===== src/design/jdn_pkg.sv =====
// ---------------------------------------------------------------------------
// jdn_pkg
// shared types and constants for the joystick dead zone normaliser
// ---------------------------------------------------------------------------
package jdn_pkg;

    localparam int AXIS_LIMIT   = 25600;
    localparam int REG_W        = 15;
    localparam int AXIS_W       = 16;
    localparam int CFG_IDX_W    = 2;
    localparam int NUM_W        = 31;
    localparam int LANES        = 3;

    localparam logic [CFG_IDX_W-1:0] CFG_DEAD_ZONE  = 2'd0;
    localparam logic [CFG_IDX_W-1:0] CFG_FULL_SCALE = 2'd1;

    localparam logic [REG_W-1:0] DEAD_ZONE_RST  = 15'd2560;
    localparam logic [REG_W-1:0] FULL_SCALE_RST = 15'd25600;

    typedef struct packed {
        logic valid;
        logic centered;
        logic mag_full;
        logic neg_x;
        logic neg_y;
    } t_side;

endpackage


===== src/design/jdn_root_cell.sv =====
// ---------------------------------------------------------------------------
// jdn_root_cell
// one bit of three ratio square roots, restoring step without multipliers
// ---------------------------------------------------------------------------
module jdn_root_cell #(
    parameter int F   = 14,
    parameter int BIT = 14,
    parameter int W   = 2 * F + 32
) (
    input  logic                                 i_clk,
    input  logic                                 i_rst_n,
    input  logic                                 i_en,
    input  jdn_pkg::t_side                       i_side,
    input  logic [jdn_pkg::LANES-1:0][W-1:0]     i_r,
    input  logic [jdn_pkg::LANES-1:0][W-1:0]     i_dq,
    input  logic [jdn_pkg::LANES-1:0][W-1:0]     i_den,
    input  logic [jdn_pkg::LANES-1:0][F:0]       i_q,
    output jdn_pkg::t_side                       o_side,
    output logic [jdn_pkg::LANES-1:0][W-1:0]     o_r,
    output logic [jdn_pkg::LANES-1:0][W-1:0]     o_dq,
    output logic [jdn_pkg::LANES-1:0][W-1:0]     o_den,
    output logic [jdn_pkg::LANES-1:0][F:0]       o_q
);

    jdn_pkg::t_side                   r_side;
    logic [jdn_pkg::LANES-1:0][W-1:0] r_r, r_dq, r_den, n_r, n_dq;
    logic [jdn_pkg::LANES-1:0][F:0]   r_q, n_q;
    logic [jdn_pkg::LANES-1:0][W:0]   trial;

    always_comb begin
        for (int l = 0; l < jdn_pkg::LANES; l++) begin
            trial[l] = {1'b0, i_dq[l] << (BIT + 1)} + {1'b0, i_den[l] << (2 * BIT)};
            n_r[l]   = i_r[l];
            n_dq[l]  = i_dq[l];
            n_q[l]   = i_q[l];
            if ({1'b0, i_r[l]} >= trial[l]) begin
                n_r[l]    = i_r[l] - trial[l][W-1:0];
                n_dq[l]   = i_dq[l] + (i_den[l] << BIT);
                n_q[l][BIT] = 1'b1;
            end
        end
    end

    always_ff @(posedge i_clk) begin
        if (!i_rst_n) begin
            r_side <= '0;
        end else if (i_en) begin
            r_side <= i_side;
        end
    end

    always_ff @(posedge i_clk) begin
        if (i_en) begin
            r_r   <= n_r;
            r_dq  <= n_dq;
            r_den <= i_den;
            r_q   <= n_q;
        end
    end

    assign o_side = r_side;
    assign o_r    = r_r;
    assign o_dq   = r_dq;
    assign o_den  = r_den;
    assign o_q    = r_q;

endmodule


===== config.mk =====
export PLATFORM = sky130hd
export DESIGN_NAME = jdn_root_cell
export DESIGN_NICKNAME = d
export VERILOG_FILES = /design/src/design/jdn_pkg.sv /design/src/design/jdn_root_cell.sv
export SDC_FILE = /design/constraint.sdc
export NUM_CORES = 1
export LEC_CHECK = 0
export ABC_AREA = 1
export BUFFER_PORTS_ARGS = -buffer_cell sky130_fd_sc_hd__buf_4
export CAP_MARGIN = 20
export CORE_AREA = 5 5 453 455
export CTS_CLUSTER_DIAMETER = 120
export DETAILED_ROUTE_END_ITERATION = 12
export DIE_AREA = 0 0 458 460
export PLACE_DENSITY = 0.44
export REMOVE_ABC_BUFFERS = 1
export SKIP_CTS_REPAIR_TIMING = 1
export SLEW_MARGIN = 15
export SYNTH_ARGS = -nofsm -noshare
export SYNTH_HDL_FRONTEND = slang
export SYNTH_SLANG_ARGS = --single-unit

===== constraint.sdc =====
create_clock -name i_clk -period 7 [get_ports i_clk]
set_clock_uncertainty 0.1 [all_clocks]
set_input_delay 0.35 -clock i_clk [delete_from_list [all_inputs] [get_ports i_clk]]
set_output_delay 0.35 -clock i_clk [all_outputs]
set_load 0.01 [all_outputs]

== After elaboration in Yosys (flattened, before gate mapping) ==
Cells that the tools add are included.

* Logic and storage cells: 38
* Register bits: 590
* Output and inout port bits: 590
* Input bits: 593

* Magnitude comparators: 3
* $add $sub $neg: 9
* Mux-type cells: 6

{| class="wikitable"
|+ Operators by type and width
! kind !! number
|-
| 60-bit two-way mux || 6
|-
| 60-bit by 60-bit adder with 61-bit output || 3
|-
| 60-bit by 61-bit >= comparator with 1-bit output || 3
|-
| 60-bit adder || 3
|-
| 60-bit subtractor || 3
|}

== Depth between registers and ports, before layout ==
* Depth in word-level cells: 3
* Depth in mapped cells: 31
* Depth with buffers taken out: 30

== Worst setup path after synthesis ==
No wires, ideal clock.

* Path kind: input -> register
* Start: in i_dq[13] in the netlist's numbering
* End: reg r_dq, in the netlist o_dq[40], data pin
* Buffers on the path: 2
* Data arrival time: 3408 ps
* Setup time: 252 ps
* Slack: 3239 ps
* Data required time: 6648 ps
* Stages: 25
* Path through: ha_1 > inv_1 > fa_1 > inv_1 > nand2_1 > nand2_1 > nand3_1 > nand2_1 > nand2_1 > nand2_2 > a21oi_1 > o21ai_0 > nand2_1 > nand3b_1 > nand2_1 > ha_1 > nand2_1 > nor4_1 > nand4_1 > nand2_1 > nor2_1 > buf_6 > buf_4 > nand3_2 > nand2_1

{| class="wikitable"
|+ RTL lines
! item !! line !! source
|-
| from (decl) || jdn_root_cell.sv:15 || <nowiki>input logic [jdn_pkg::LANES-1:0][W-1:0] i_dq,</nowiki>
|-
| to (signal assigned) || jdn_root_cell.sv:55 || <nowiki>r_dq <= n_dq;</nowiki>
|-
| to (decl) || jdn_root_cell.sv:26 || <nowiki>logic [jdn_pkg::LANES-1:0][W-1:0] r_r, r_dq, r_den, n_r, n_dq;</nowiki>
|}

==> results.yml <==
grt:
  grt_antenna_before_repair: 55
  grt-busiest-layer: "met2"
  met2_usage_pct: 41.7
  grtUsageMet3_pct: 4.74
  grt.overflow.total: 0
  grtUsageMet1_pct: 30.8
  grt_max_degree: 142
  grtUsageTotal_pct: 24.5
  grt_pass1_wl_mm: 375
  grt_pass1_vias: 51500
routing:
  viasPerCell: 4.70
  dr.pass1.iters: 6
  drc: 0
  drt-total-wl_mm: 275
  wl_per_cell_um: 23.4
  drt_iter0_markers: 4283
  vias: 55200
  ant_nets: 0
die:
  die_h_um: 460
  core_region_area_um2: 201000
  num_io_pins: 1183
  rows: 165
  dieArea_um2: 211000
  die_w_um: 458
  start_util_pct: 24.9
yosys:
  synth_commonest_cells: "nand2_1 (2,650), inv_1 (1,093), nand3_1 (671)"
  ys_seq_area_share_pct: 35.3
  ys_ff_latch: 590
  syn_avg_cell_area_um2: 6.94
  syn_inst: 7216
  ys_top_cells_by_area: "edfxtp_1 (35%), nand2_1 (20%), ha_1 (9.1%)"
  ys_types: 43
  synth_async_sr_flop_share_pct: 0
  ys_warn_count: 0
  synth.most_common_cell: "nand2_1"
  synth-main-ff-cell: "edfxtp_1"
  mappedNetlistArea_um2: 50100
  yosysTopAreaCell: "edfxtp_1"
  yosysTopAreaCellShare_pct: 35.1
  synth_edf_count: 585
power_and_ir_drop:
  power_density_nw_per_um2: 224
  seqPwrFrac_pct: 29.5
  power.leakage_nw: 35.5
  ir_drop_mv: 0.186
  power_frac_comb_pct: 44.1
  power_mw: 15.8
  p_sw_share_pct: 41.4
  power_switching_mw: 6.53
  p_int_mw: 9.22
  power_frac_clock_pct: 26.3
worst_setup_path:
  crit_path_top_delay_cell: "dlygate4sd3_1"
  required_ns: 7.35
  rrSetupSlack_ns: 5.68
  cp.arrival_ns: 6.11
  setup.worst_path.start_class: "input pin"
  cp_common_cell: "nand2_1"
  r2r_end: "o_side[2]"
  cp-end-kind: "flip-flop"
  path_class: "input pin to flip-flop"
  rr_worst_depth: 3
  cp_max_fo: 64
  cp.depth: 27
  critPathBufInv: 4
  critPathMaxStageDelay_ns: 0.55
  cpLargestDelayFamily: "simple AND/OR/NAND/NOR gates"
  r2r_start: "o_side[2]"
clock_tree:
  numCtsBuffers: 79
  htree_levels: 3
  cts_tree: "yes"
  clockBufferDepth: 3
  cts.clk_slew.worst_paths_ns: 0.06
  clk_latency_ns: 0.68
  numClockSinks: 590
  root_buffer: "clkbuf_16"
placement:
  place_hpwl_mm: 233
  placement.io_buffers: 1182
  dpl_cell_area_um2: 61800
  place_ws_ns: 1.25
  post-place-cells: 11000
  gp_congestion: 1.04
min_path:
  hold_start: "i_r[32]"
  hold_depth: 3
  holdPathEnd: "o_r[32]"
  hold_class: "input pin to flip-flop"
timing:
  min_period_ns: 5.76
  rsz0062_at_grt: "no"
  setup_viol: 0
  setup_tns_ns: 0
  fin_ws_ns: 1.24
  drv_slew: 0
  worst_slew_pin_slew_ns: 1.07
  final-hold-violation-count: 0
  fin_crit_sh_pct: 82.3
  max_freq_mhz: 174
  maxSlewHeadroom_pct: 28.6
cells_and_area:
  area_growth_pct: 40.5
  final_cell_area_um2: 70300
  final_cells: 11800
  final_layout_size_suffix_gt1_share_pct: 15.3
  final_nets: 9953
job:
  maxCapViolations: 0
status:
  status: "finished, final reports clean"
[cell families after synthesis]
kind of cell / count (synthesis) / synth area share (%)
and+or+nand+nor: 4146 / 34.0
buffers and inverters: 1204 / 9.90
AOI/OAI and AO/OA: 666 / 7.22
DFF: 590 / 35.3
adders and majority gates: 375 / 9.50
xor gates and xnor gates: 235 / 4.11
[cells in the final DEF, fill, tap and decap left out, types with 6 or more instances in the layout]
cell           synthesis  layout
a21boi_0              14      14
a21o_1                13      13
a21oi_1              398     398
a31oi_1                7       7
and2_1                12      12
buf_12                 0       7
buf_4                 57    1198
bufinv_16              0       6
clkbuf_1               6      15
clkbuf_16              0      79
clkinv_1               0      11
clkinv_2               0      11
diode_2                0      32
dlygate4sd3_1          0     583
edfxtp_1             585     585
fa_1                   9       9
ha_1                 366     366
inv_1               1093    1093
inv_2                 10      10
inv_6                  0       7
nand2_1             2650    2647
nand2_2                9       7
nand3_1              671     670
nand3_2               14      12
nand3b_1              10      10
nand4_1              108     108
nor2_1               586     585
nor2_2                 7       7
nor3_1                49      49
nor4_1                10      10
o21ai_0              151     151
o21bai_1              64      64
xnor2_1               79      79
xor2_1               156     156
[how the worst max path moves through the flow]
stage | start | to | slack (ns)
after global routing | i_dq[81] | o_dq[112] | 0.92
after floorplan | i_dq[75] | o_q[29] | 0.10
after detailed placement | i_den[130] | o_dq[159] | 1.25
final | i_den[129] | o_dq[178] | 1.24
after CTS | i_den[130] | o_dq[159] | 2.05
after global placement | i_dq[82] | o_dq[87] | 1.29
[final cells by class]
cell class	count	area, um^2
repair buffers	1789	15000
clock inverters	50	539
multi-input cells	5422	27500
flip-flops and latches	590	17700
clock buffers	96	2060
diodes	32	80.1
inverters	1103	4140
well taps	2672	3340
fillers	21600	131000
[power by group through the flow]
stage	Combinational [mW]	Clock [mW]	Sequential, mW
after floorplan	3.35	0	4.88
after global routing	7.54	4.43	4.69
after CTS	6.66	4.30	4.67
after detailed placement	6.63	0	4.73
after global placement	6.67	0	4.73
final	6.95	4.15	4.65
[per-stage QoR]
step	util (%)	hold WS [ns]
2_1_floorplan	-	0.349
3_3_place_gp	30.8	0.385
6_report	35.0	0.0316
4_1_cts	32.1	-0.386
5_1_grt	35.0	0.00627
3_5_place_dp	30.8	0.403
[sequential cells by signal, summed over array words and instances, names as in the netlist]
name,flops
o_q,45
o_dq,180
o_side,5
o_r,180
o_den,180
[tightest hold or removal path: cells and delay by family]
kind          cells  cell delay (ns)
buf+inv           1             0.13
simple gates      2             0.23
[layer usage]
metal | wire length (um) | up-vias
met5 | 114 | -
met4 | 10400 | 18
met3 | 18000 | 350
met2 | 131000 | 1961
met1 | 116000 | 26000
li1 | - | 26900
(Power assumes the default switching activity.)
