File: config.mk
export PLATFORM = sky130hd
export DESIGN_NAME = jdn_front
export DESIGN_NICKNAME = d
export VERILOG_FILES = /design/src/design/jdn_pkg.sv /design/src/design/jdn_front.sv
export SDC_FILE = /design/constraint.sdc
export NUM_CORES = 2
export LEC_CHECK = 0
export BUFFER_PORTS_ARGS = -buffer_cell sky130_fd_sc_hd__buf_2
export CAP_MARGIN = 20
export CORE_MARGIN = 3
export CORE_UTILIZATION = 25
export DETAILED_ROUTE_END_ITERATION = 8
export GPL_TIMING_DRIVEN = 0
export PLACE_DENSITY = 0.51
export SETUP_SLACK_MARGIN = 0.1
export SYNTH_ARGS = -nofsm -noshare
export SYNTH_HDL_FRONTEND = slang
export SYNTH_SLANG_ARGS = --single-unit
File: constraint.sdc
create_clock -name i_clk -period 7.2 [get_ports i_clk]
set_input_delay 0.36 -clock i_clk [delete_from_list [all_inputs] [get_ports i_clk]]
set_output_delay 0.36 -clock i_clk [all_outputs]
set_load 0.02 [all_outputs]
File: src/design/jdn_pkg.sv
// ---------------------------------------------------------------------------
// jdn_pkg
// shared types and constants for the joystick dead zone normaliser
// ---------------------------------------------------------------------------
package jdn_pkg;

    localparam int AXIS_LIMIT   = 25600;
    localparam int REG_W        = 15;
    localparam int AXIS_W       = 16;
    localparam int CFG_IDX_W    = 2;
    localparam int NUM_W        = 31;
    localparam int LANES        = 3;

    localparam logic [CFG_IDX_W-1:0] CFG_DEAD_ZONE  = 2'd0;
    localparam logic [CFG_IDX_W-1:0] CFG_FULL_SCALE = 2'd1;

    localparam logic [REG_W-1:0] DEAD_ZONE_RST  = 15'd2560;
    localparam logic [REG_W-1:0] FULL_SCALE_RST = 15'd25600;

    typedef struct packed {
        logic valid;
        logic centered;
        logic mag_full;
        logic neg_x;
        logic neg_y;
    } t_side;

endpackage

File: src/design/jdn_front.sv
// ---------------------------------------------------------------------------
// jdn_front
// saturation, dead zone, squares and set-up of the three root lanes
// ---------------------------------------------------------------------------
module jdn_front #(
    parameter int F = 14,
    parameter int W = 2 * F + 32
) (
    input  logic                                 i_clk,
    input  logic                                 i_rst_n,
    input  logic                                 i_en,
    input  logic                                 i_valid,
    input  logic signed [jdn_pkg::AXIS_W-1:0]    i_x_tilt,
    input  logic signed [jdn_pkg::AXIS_W-1:0]    i_y_tilt,
    input  logic [jdn_pkg::REG_W-1:0]            i_dead_zone,
    input  logic [jdn_pkg::REG_W-1:0]            i_full_scale,
    output jdn_pkg::t_side                       o_side,
    output logic [jdn_pkg::LANES-1:0][W-1:0]     o_r,
    output logic [jdn_pkg::LANES-1:0][W-1:0]     o_den
);

    localparam logic signed [jdn_pkg::AXIS_W-1:0] LIM = 16'(jdn_pkg::AXIS_LIMIT);

    jdn_pkg::t_side                  r_a_side, r_b_side, r_c_side;
    logic [jdn_pkg::REG_W-1:0]       r_ax, r_ay, r_fs;
    logic [2*jdn_pkg::REG_W-1:0]     r_sqx, r_sqy, r_fs2;
    logic [jdn_pkg::LANES-1:0][W-1:0] r_r, r_den;

    logic signed [jdn_pkg::AXIS_W-1:0] sx, sy;
    logic [jdn_pkg::REG_W-1:0]       abx, aby, dx, dy;
    logic [jdn_pkg::NUM_W-1:0]       len2;

    always_comb begin
        sx = (i_x_tilt > LIM) ? LIM : ((i_x_tilt < -LIM) ? -LIM : i_x_tilt);
        sy = (i_y_tilt > LIM) ? LIM : ((i_y_tilt < -LIM) ? -LIM : i_y_tilt);
        abx = sx[jdn_pkg::AXIS_W-1] ? 15'(-sx) : 15'(sx);
        aby = sy[jdn_pkg::AXIS_W-1] ? 15'(-sy) : 15'(sy);
        dx = (abx > i_dead_zone) ? abx : '0;
        dy = (aby > i_dead_zone) ? aby : '0;
        len2 = {1'b0, r_sqx} + {1'b0, r_sqy};
    end

    always_ff @(posedge i_clk) begin
        if (!i_rst_n) begin
            r_a_side <= '0;
            r_b_side <= '0;
            r_c_side <= '0;
        end else if (i_en) begin
            r_a_side <= '{valid:    i_valid,
                          centered: (dx == '0) && (dy == '0),
                          mag_full: 1'b0,
                          neg_x:    sy[jdn_pkg::AXIS_W-1] && (dy != '0),
                          neg_y:    !sx[jdn_pkg::AXIS_W-1] && (dx != '0)};
            r_b_side <= r_a_side;
            r_c_side <= '{valid:    r_b_side.valid,
                          centered: r_b_side.centered,
                          mag_full: ({1'b0, r_fs2} <= len2),
                          neg_x:    r_b_side.neg_x,
                          neg_y:    r_b_side.neg_y};
        end
    end

    always_ff @(posedge i_clk) begin
        if (i_en) begin
            r_ax  <= dx;
            r_ay  <= dy;
            r_fs  <= (i_full_scale == '0) ? 15'd1 : i_full_scale;
            r_sqx <= r_ax * r_ax;
            r_sqy <= r_ay * r_ay;
            r_fs2 <= r_fs * r_fs;
            r_r[0]   <= W'({1'b0, r_sqy}) << (2 * F);
            r_r[1]   <= W'({1'b0, r_sqx}) << (2 * F);
            r_r[2]   <= W'(len2) << (2 * F);
            r_den[0] <= W'(len2);
            r_den[1] <= W'(len2);
            r_den[2] <= W'({1'b0, r_fs2});
        end
    end

    assign o_side = r_c_side;
    assign o_r    = r_r;
    assign o_den  = r_den;

endmodule

After elaboration in Yosys (flattened, before gate mapping)
Cells that the tools add are included.
{"block": "op_classes", "n_addsub": 3, "mul": 3, "magnitude_cmp": 7, "mux": 8, "reduce_logical": 9}
{"operator": "15-bit by 15-bit multiplier with 30-bit output", "count": 3}
{"operator": "16-bit 2-to-1 mux", "count": 4}
{"operator": "15-bit 2-to-1 mux", "count": 4}
{"operator": "15-bit zero test", "count": 3}
{"operator": "16-bit > comparator, second input constant", "count": 2}
{"operator": "16-bit less-than comparator, second input constant", "count": 2}
{"operator": "30-bit by 30-bit adder with 31-bit output", "count": 1}
{"operator": "30-bit by 31-bit <= comparator with 1-bit output", "count": 1}
{"operator": "15-bit > comparator", "count": 2}
{"operator": "15-bit negation", "count": 2}
{"operator": "15-bit nonzero test", "count": 2}
{"operator": "1-bit logical AND", "count": 3}
{"operator": "1-bit zero test", "count": 1}
{"block": "word_totals", "reg_bits": 269, "wordCells": 53}

Longest topological paths before layout
{"block": "depth", "depth_word": 9, "mapped_depth": 25, "mapped_depth_nobuf": 24}

Worst setup path before layout
No wires, ideal clock.
{"block": "synth_timing", "path_kind": "reg2reg", "from": "register r_ay[0] in the netlist's numbering", "to": "register r_sqy[29] in the netlist's numbering (data pin)", "t_arrival_ns": 6.047, "t_required_ns": 6.940, "setup_slack_ns": 0.893, "path_stages_with_launch": 25, "path_buffers": 1, "synth_period_minus_slack_ns": 6.307, "path_cell_list": "edfxtp_1 clkbuf_1 and2_1 fa_1 inv_1 fa_1 inv_1 fa_1 inv_1 fa_1 inv_1 fa_1 inv_1 fa_1 inv_1 ha_1 or4_1 a211oi_2 o31ai_1 o311ai_1 a31oi_1 a31oi_2 o21ai_1 a21oi_1 xnor2_1"}
{"block": "synth_between", "elab_chain_len": 1}
{"item": "start, declared", "line": "jdn_front.sv:25", "text": "logic [jdn_pkg::REG_W-1:0] r_ax, r_ay, r_fs;"}
{"item": "start signal, assigned", "line": "jdn_front.sv:66", "text": "r_ay <= dy;"}
{"item": "15-bit by 15-bit multiplier with 30-bit output", "line": "jdn_front.sv:69", "text": "r_sqy <= r_ay * r_ay;"}
{"item": "end signal, assigned", "line": "jdn_front.sv:69"}
{"item": "end, declared", "line": "jdn_front.sv:26", "text": "logic [2*jdn_pkg::REG_W-1:0] r_sqx, r_sqy, r_fs2;"}
Every way passes these cells.
A chain may end at the register's enable or synchronous reset.

Final worst setup path
{"block": "layout_timing", "from": "register r_ax[2] in the netlist's numbering", "to": "register r_sqx[29] in the netlist's numbering (data pin)"}
{"block": "layout_between", "elab_chain_len": 1}
{"item": "start, declared", "line": "jdn_front.sv:25"}
{"item": "start signal, assigned", "line": "jdn_front.sv:65", "text": "r_ax <= dx;"}
{"item": "15-bit by 15-bit multiplier with 30-bit output", "line": "jdn_front.sv:68", "text": "r_sqx <= r_ax * r_ax;"}
{"item": "end signal, assigned", "line": "jdn_front.sv:68"}
{"item": "end, declared", "line": "jdn_front.sv:26"}
Every way passes these cells.

==> out/qor.txt <==
Syn Std Cell Area - 0.0326 mm2
Starting DRT DRC Count - 1244
Vias - 22800
Vias per cell - 4.16
Met3 GRT Util - 2.70%
Initial Utilization - 25.4%
Async S/R FF share, synth - 0%
Largest area contributor in the netlist - fa_1
Area growth, synth to finish - 17.5%
Initial antenna violation count - 9
Skew final - 34.2 ps
Slew headroom - 37.5%
GRT Total Usage - 12.8%
Hold-critical path depth - 2
Antenna violation net count after detailed routing - 0
Met1 usage - 18.5%
Run status - completed
Share of cells above drive strength 1 - 18.3%
Worst Hold Path EP - r_fs[12]
RR Startpoint - r_ax[2]
CTS sink count - 263
Gp weighted congestion - 0.868
Final Hold Fails - 0
FF-to-FF path depth - 22
Utilization after layout - 29.8%
CP max FO - 10
Synth top area cells - fa_1 (25%), edfxtp_1 (23%), ha_1 (14%)
Max clock buf depth - 3
Gr ovfl total - 0
Hold Path Class - input port to register
Synthesized instance count - 3234
Crit. End Element - register
Final Max Tran Viols - 0
Register-to-register setup slack - 380 ps
EDFF count, synth - 250
Predominant post-synthesis flop cell - edfxtp_1
Crit start category - register
Core Area - 0.129 mm2
RR Endpoint - r_sqx[29]
Worst EP arrival - 7120 ps
Ant. Diodes - 0
Yosys top cell area share - 24.9%
Vias in the first global route - 23100
Die height - 367 um
Fin worst setup slack - 380 ps
Row Count - 131
Worst EP required - 7500 ps
Worst-Margin Slew - 935 ps
CTS Buf Count - 35
Post-Route WL - 86900 um
Busiest grt layer - met2
Crit Path Category - register to register
Yosys warns - 0
Yosys cell types - 95
Crit share post-route - 94.7%
Max-Cap Viols - 0
Syn_area_per_cell - 10.1 um2
Clk Latency, worst-skew pair - 580 ps
HPWL after detailed placement - 73400 um
Global-route wire length before repair - 135000 um
Pre-antenna DRT Iters - 5
Largest net degree at the start of global routing - 115
H-tree depth - 2
Sequential fraction of the synthesis area - 23.8%
Fin nets - 4568
DRC violations left - 0
CTS tree - yes
Drt wl/cell - 15.8 um
M2 GR Usage - 19.7%
Place WS - -424 ps
Final Setup Violations - 0
Hold_sp - i_full_scale[12]
RSZ-0062 raised after global routing - yes
IO Port Bufs - 250
Final min period - 6820 ps
Die width - 367 um
IO Pins - 431
Die Area - 0.135 mm2
Register bit total from synthesis - 263
FMAX - 0.147 GHz
Clock transition at path regs - 60 ps
# fillers - 13500
CTS root buf - clkbuf_16
## synth_stat cells, types with 17 or more instances
cell        n
nor3_1     38
nand3_1    21
xor2_1     44
o21ai_0    48
and2_1    121
fa_1      406
a211oi_1   17
o21a_1     25
xnor2_1    95
a31oi_1    20
nor2b_1    39
nand2b_1   18
o21bai_1   17
edfxtp_1  250
a21o_1     43
inv_1     680
clkbuf_1   75
buf_4     243
a21oi_1    87
nand4_1    17
ha_1      370
nor2_1    117
nand2_1   233
## cell type report
| type | instances | area [um2] | area share (%) |
|---|---|---|---|
| inverter | 680 | 2550 | 6.67 |
| timing repair buffer | 276 | 1500 | 3.93 |
| tap | 1729 | 2160 | 5.65 |
| sequential | 263 | 7770 | 20.3 |
| multi-input combinational | 2149 | 20900 | 54.7 |
| clock inverter | 28 | 305 | 0.797 |
| clock buffer | 36 | 880 | 2.30 |
| buffer | 321 | 2190 | 5.72 |
## logic make-up after synthesis
kind of cell	share of synthesized area (%)
xor gates and xnor gates	3.74
and+or+nand+nor	10.6
AOI/OAI and AO/OA	7.68
other	0.0115
adders and majority gates	39.1
DFF	23.8
muxes	0.572
buffers and inverters	14.4
## how the worst max path moves through the flow
stage / start / end / cells past startpoint
2_1_floorplan: r_ay[0] / r_sqy[29] / 24
3_3_place_gp: r_ax[0] / r_sqx[28] / 23
3_5_place_dp: r_ay[0] / r_sqy[29] / 24
4_1_cts: r_fs[4] / r_fs2[29] / 21
5_1_grt: r_ay[14] / r_sqy[28] / 20
6_report: r_ax[2] / r_sqx[29] / 22
## layout by cell type, fill, tap and decap left out, types with 11 or more instances in the layout
cell type    n
a211oi_1    14
a21o_1      43
a21oi_1     87
a31oi_1     19
and2_1     121
and3_1      14
buf_2      252
buf_4      263
clkbuf_1    42
clkbuf_16   35
clkbuf_2    29
conb_1     180
dfxtp_1     13
edfxtp_1   250
fa_1       406
ha_1       370
inv_1      680
mux2i_1     13
nand2_1    233
nand2b_1    18
nand3_1     21
nand4_1     17
nor2_1     116
nor2b_1     39
nor3_1      38
nor4_1      11
o21a_1      25
o21ai_0     47
o21bai_1    17
or2_2       16
xnor2_1     95
xor2_1      44
## flip-flops by register name (all words and copies together), names as in the netlist
signal,flops
r_a_side,4
o_den,29
r_ax,15
o_side,5
r_sqx,29
r_sqy,29
r_b_side,4
r_ay,15
o_r,89
r_fs,15
r_fs2,29
## per-layer routing
metal	routed length, um	vias up
li1	-	10900
met1	41000	11100
met2	37800	691
met3	6310	101
met4	1760	0
met5	0	-
## worst max-delay path: stages (launching register included)
cell      delay, ps
edfxtp_1        520
clkbuf_2        280
inv_1           220
nor2_1          120
fa_1            550
inv_1            50
fa_1            550
inv_1            60
fa_1            480
fa_1            500
fa_1            490
inv_1            50
fa_1            470
inv_1            40
ha_1            350
and2_1          230
a22o_1          200
a31o_4          240
a221oi_4        420
o211ai_2        170
a311o_1         310
a21oi_2         150
xnor2_1          80
## per-stage QoR
step / TNS, ps / instances / hold slack [ps] / instance area (um2)
2_1_floorplan: 0 / 3413 / 426 / 33300
3_3_place_gp: -2030 / 5392 / 444 / 36700
3_5_place_dp: -1990 / 5396 / 443 / 36800
4_1_cts: 0 / 5469 / 2.47 / 38100
5_1_grt: 0 / 5482 / 23.7 / 38300
6_report: 0 / 5482 / 54.3 / 38300
## repair_timing
item                                    4_1_cts  5_1_grt
hold endpoints to repair                      4        0
endpoints found under the setup margin       10       17
resized for setup                            20       68
gates cloned                                  0        0
setup buffers                                 5       13
pin swaps                                     3        4
hold buffers                                  4        0
Power is not shown: default switching activity piles up to over one toggle a cycle in this logic, so the estimate is an artifact.
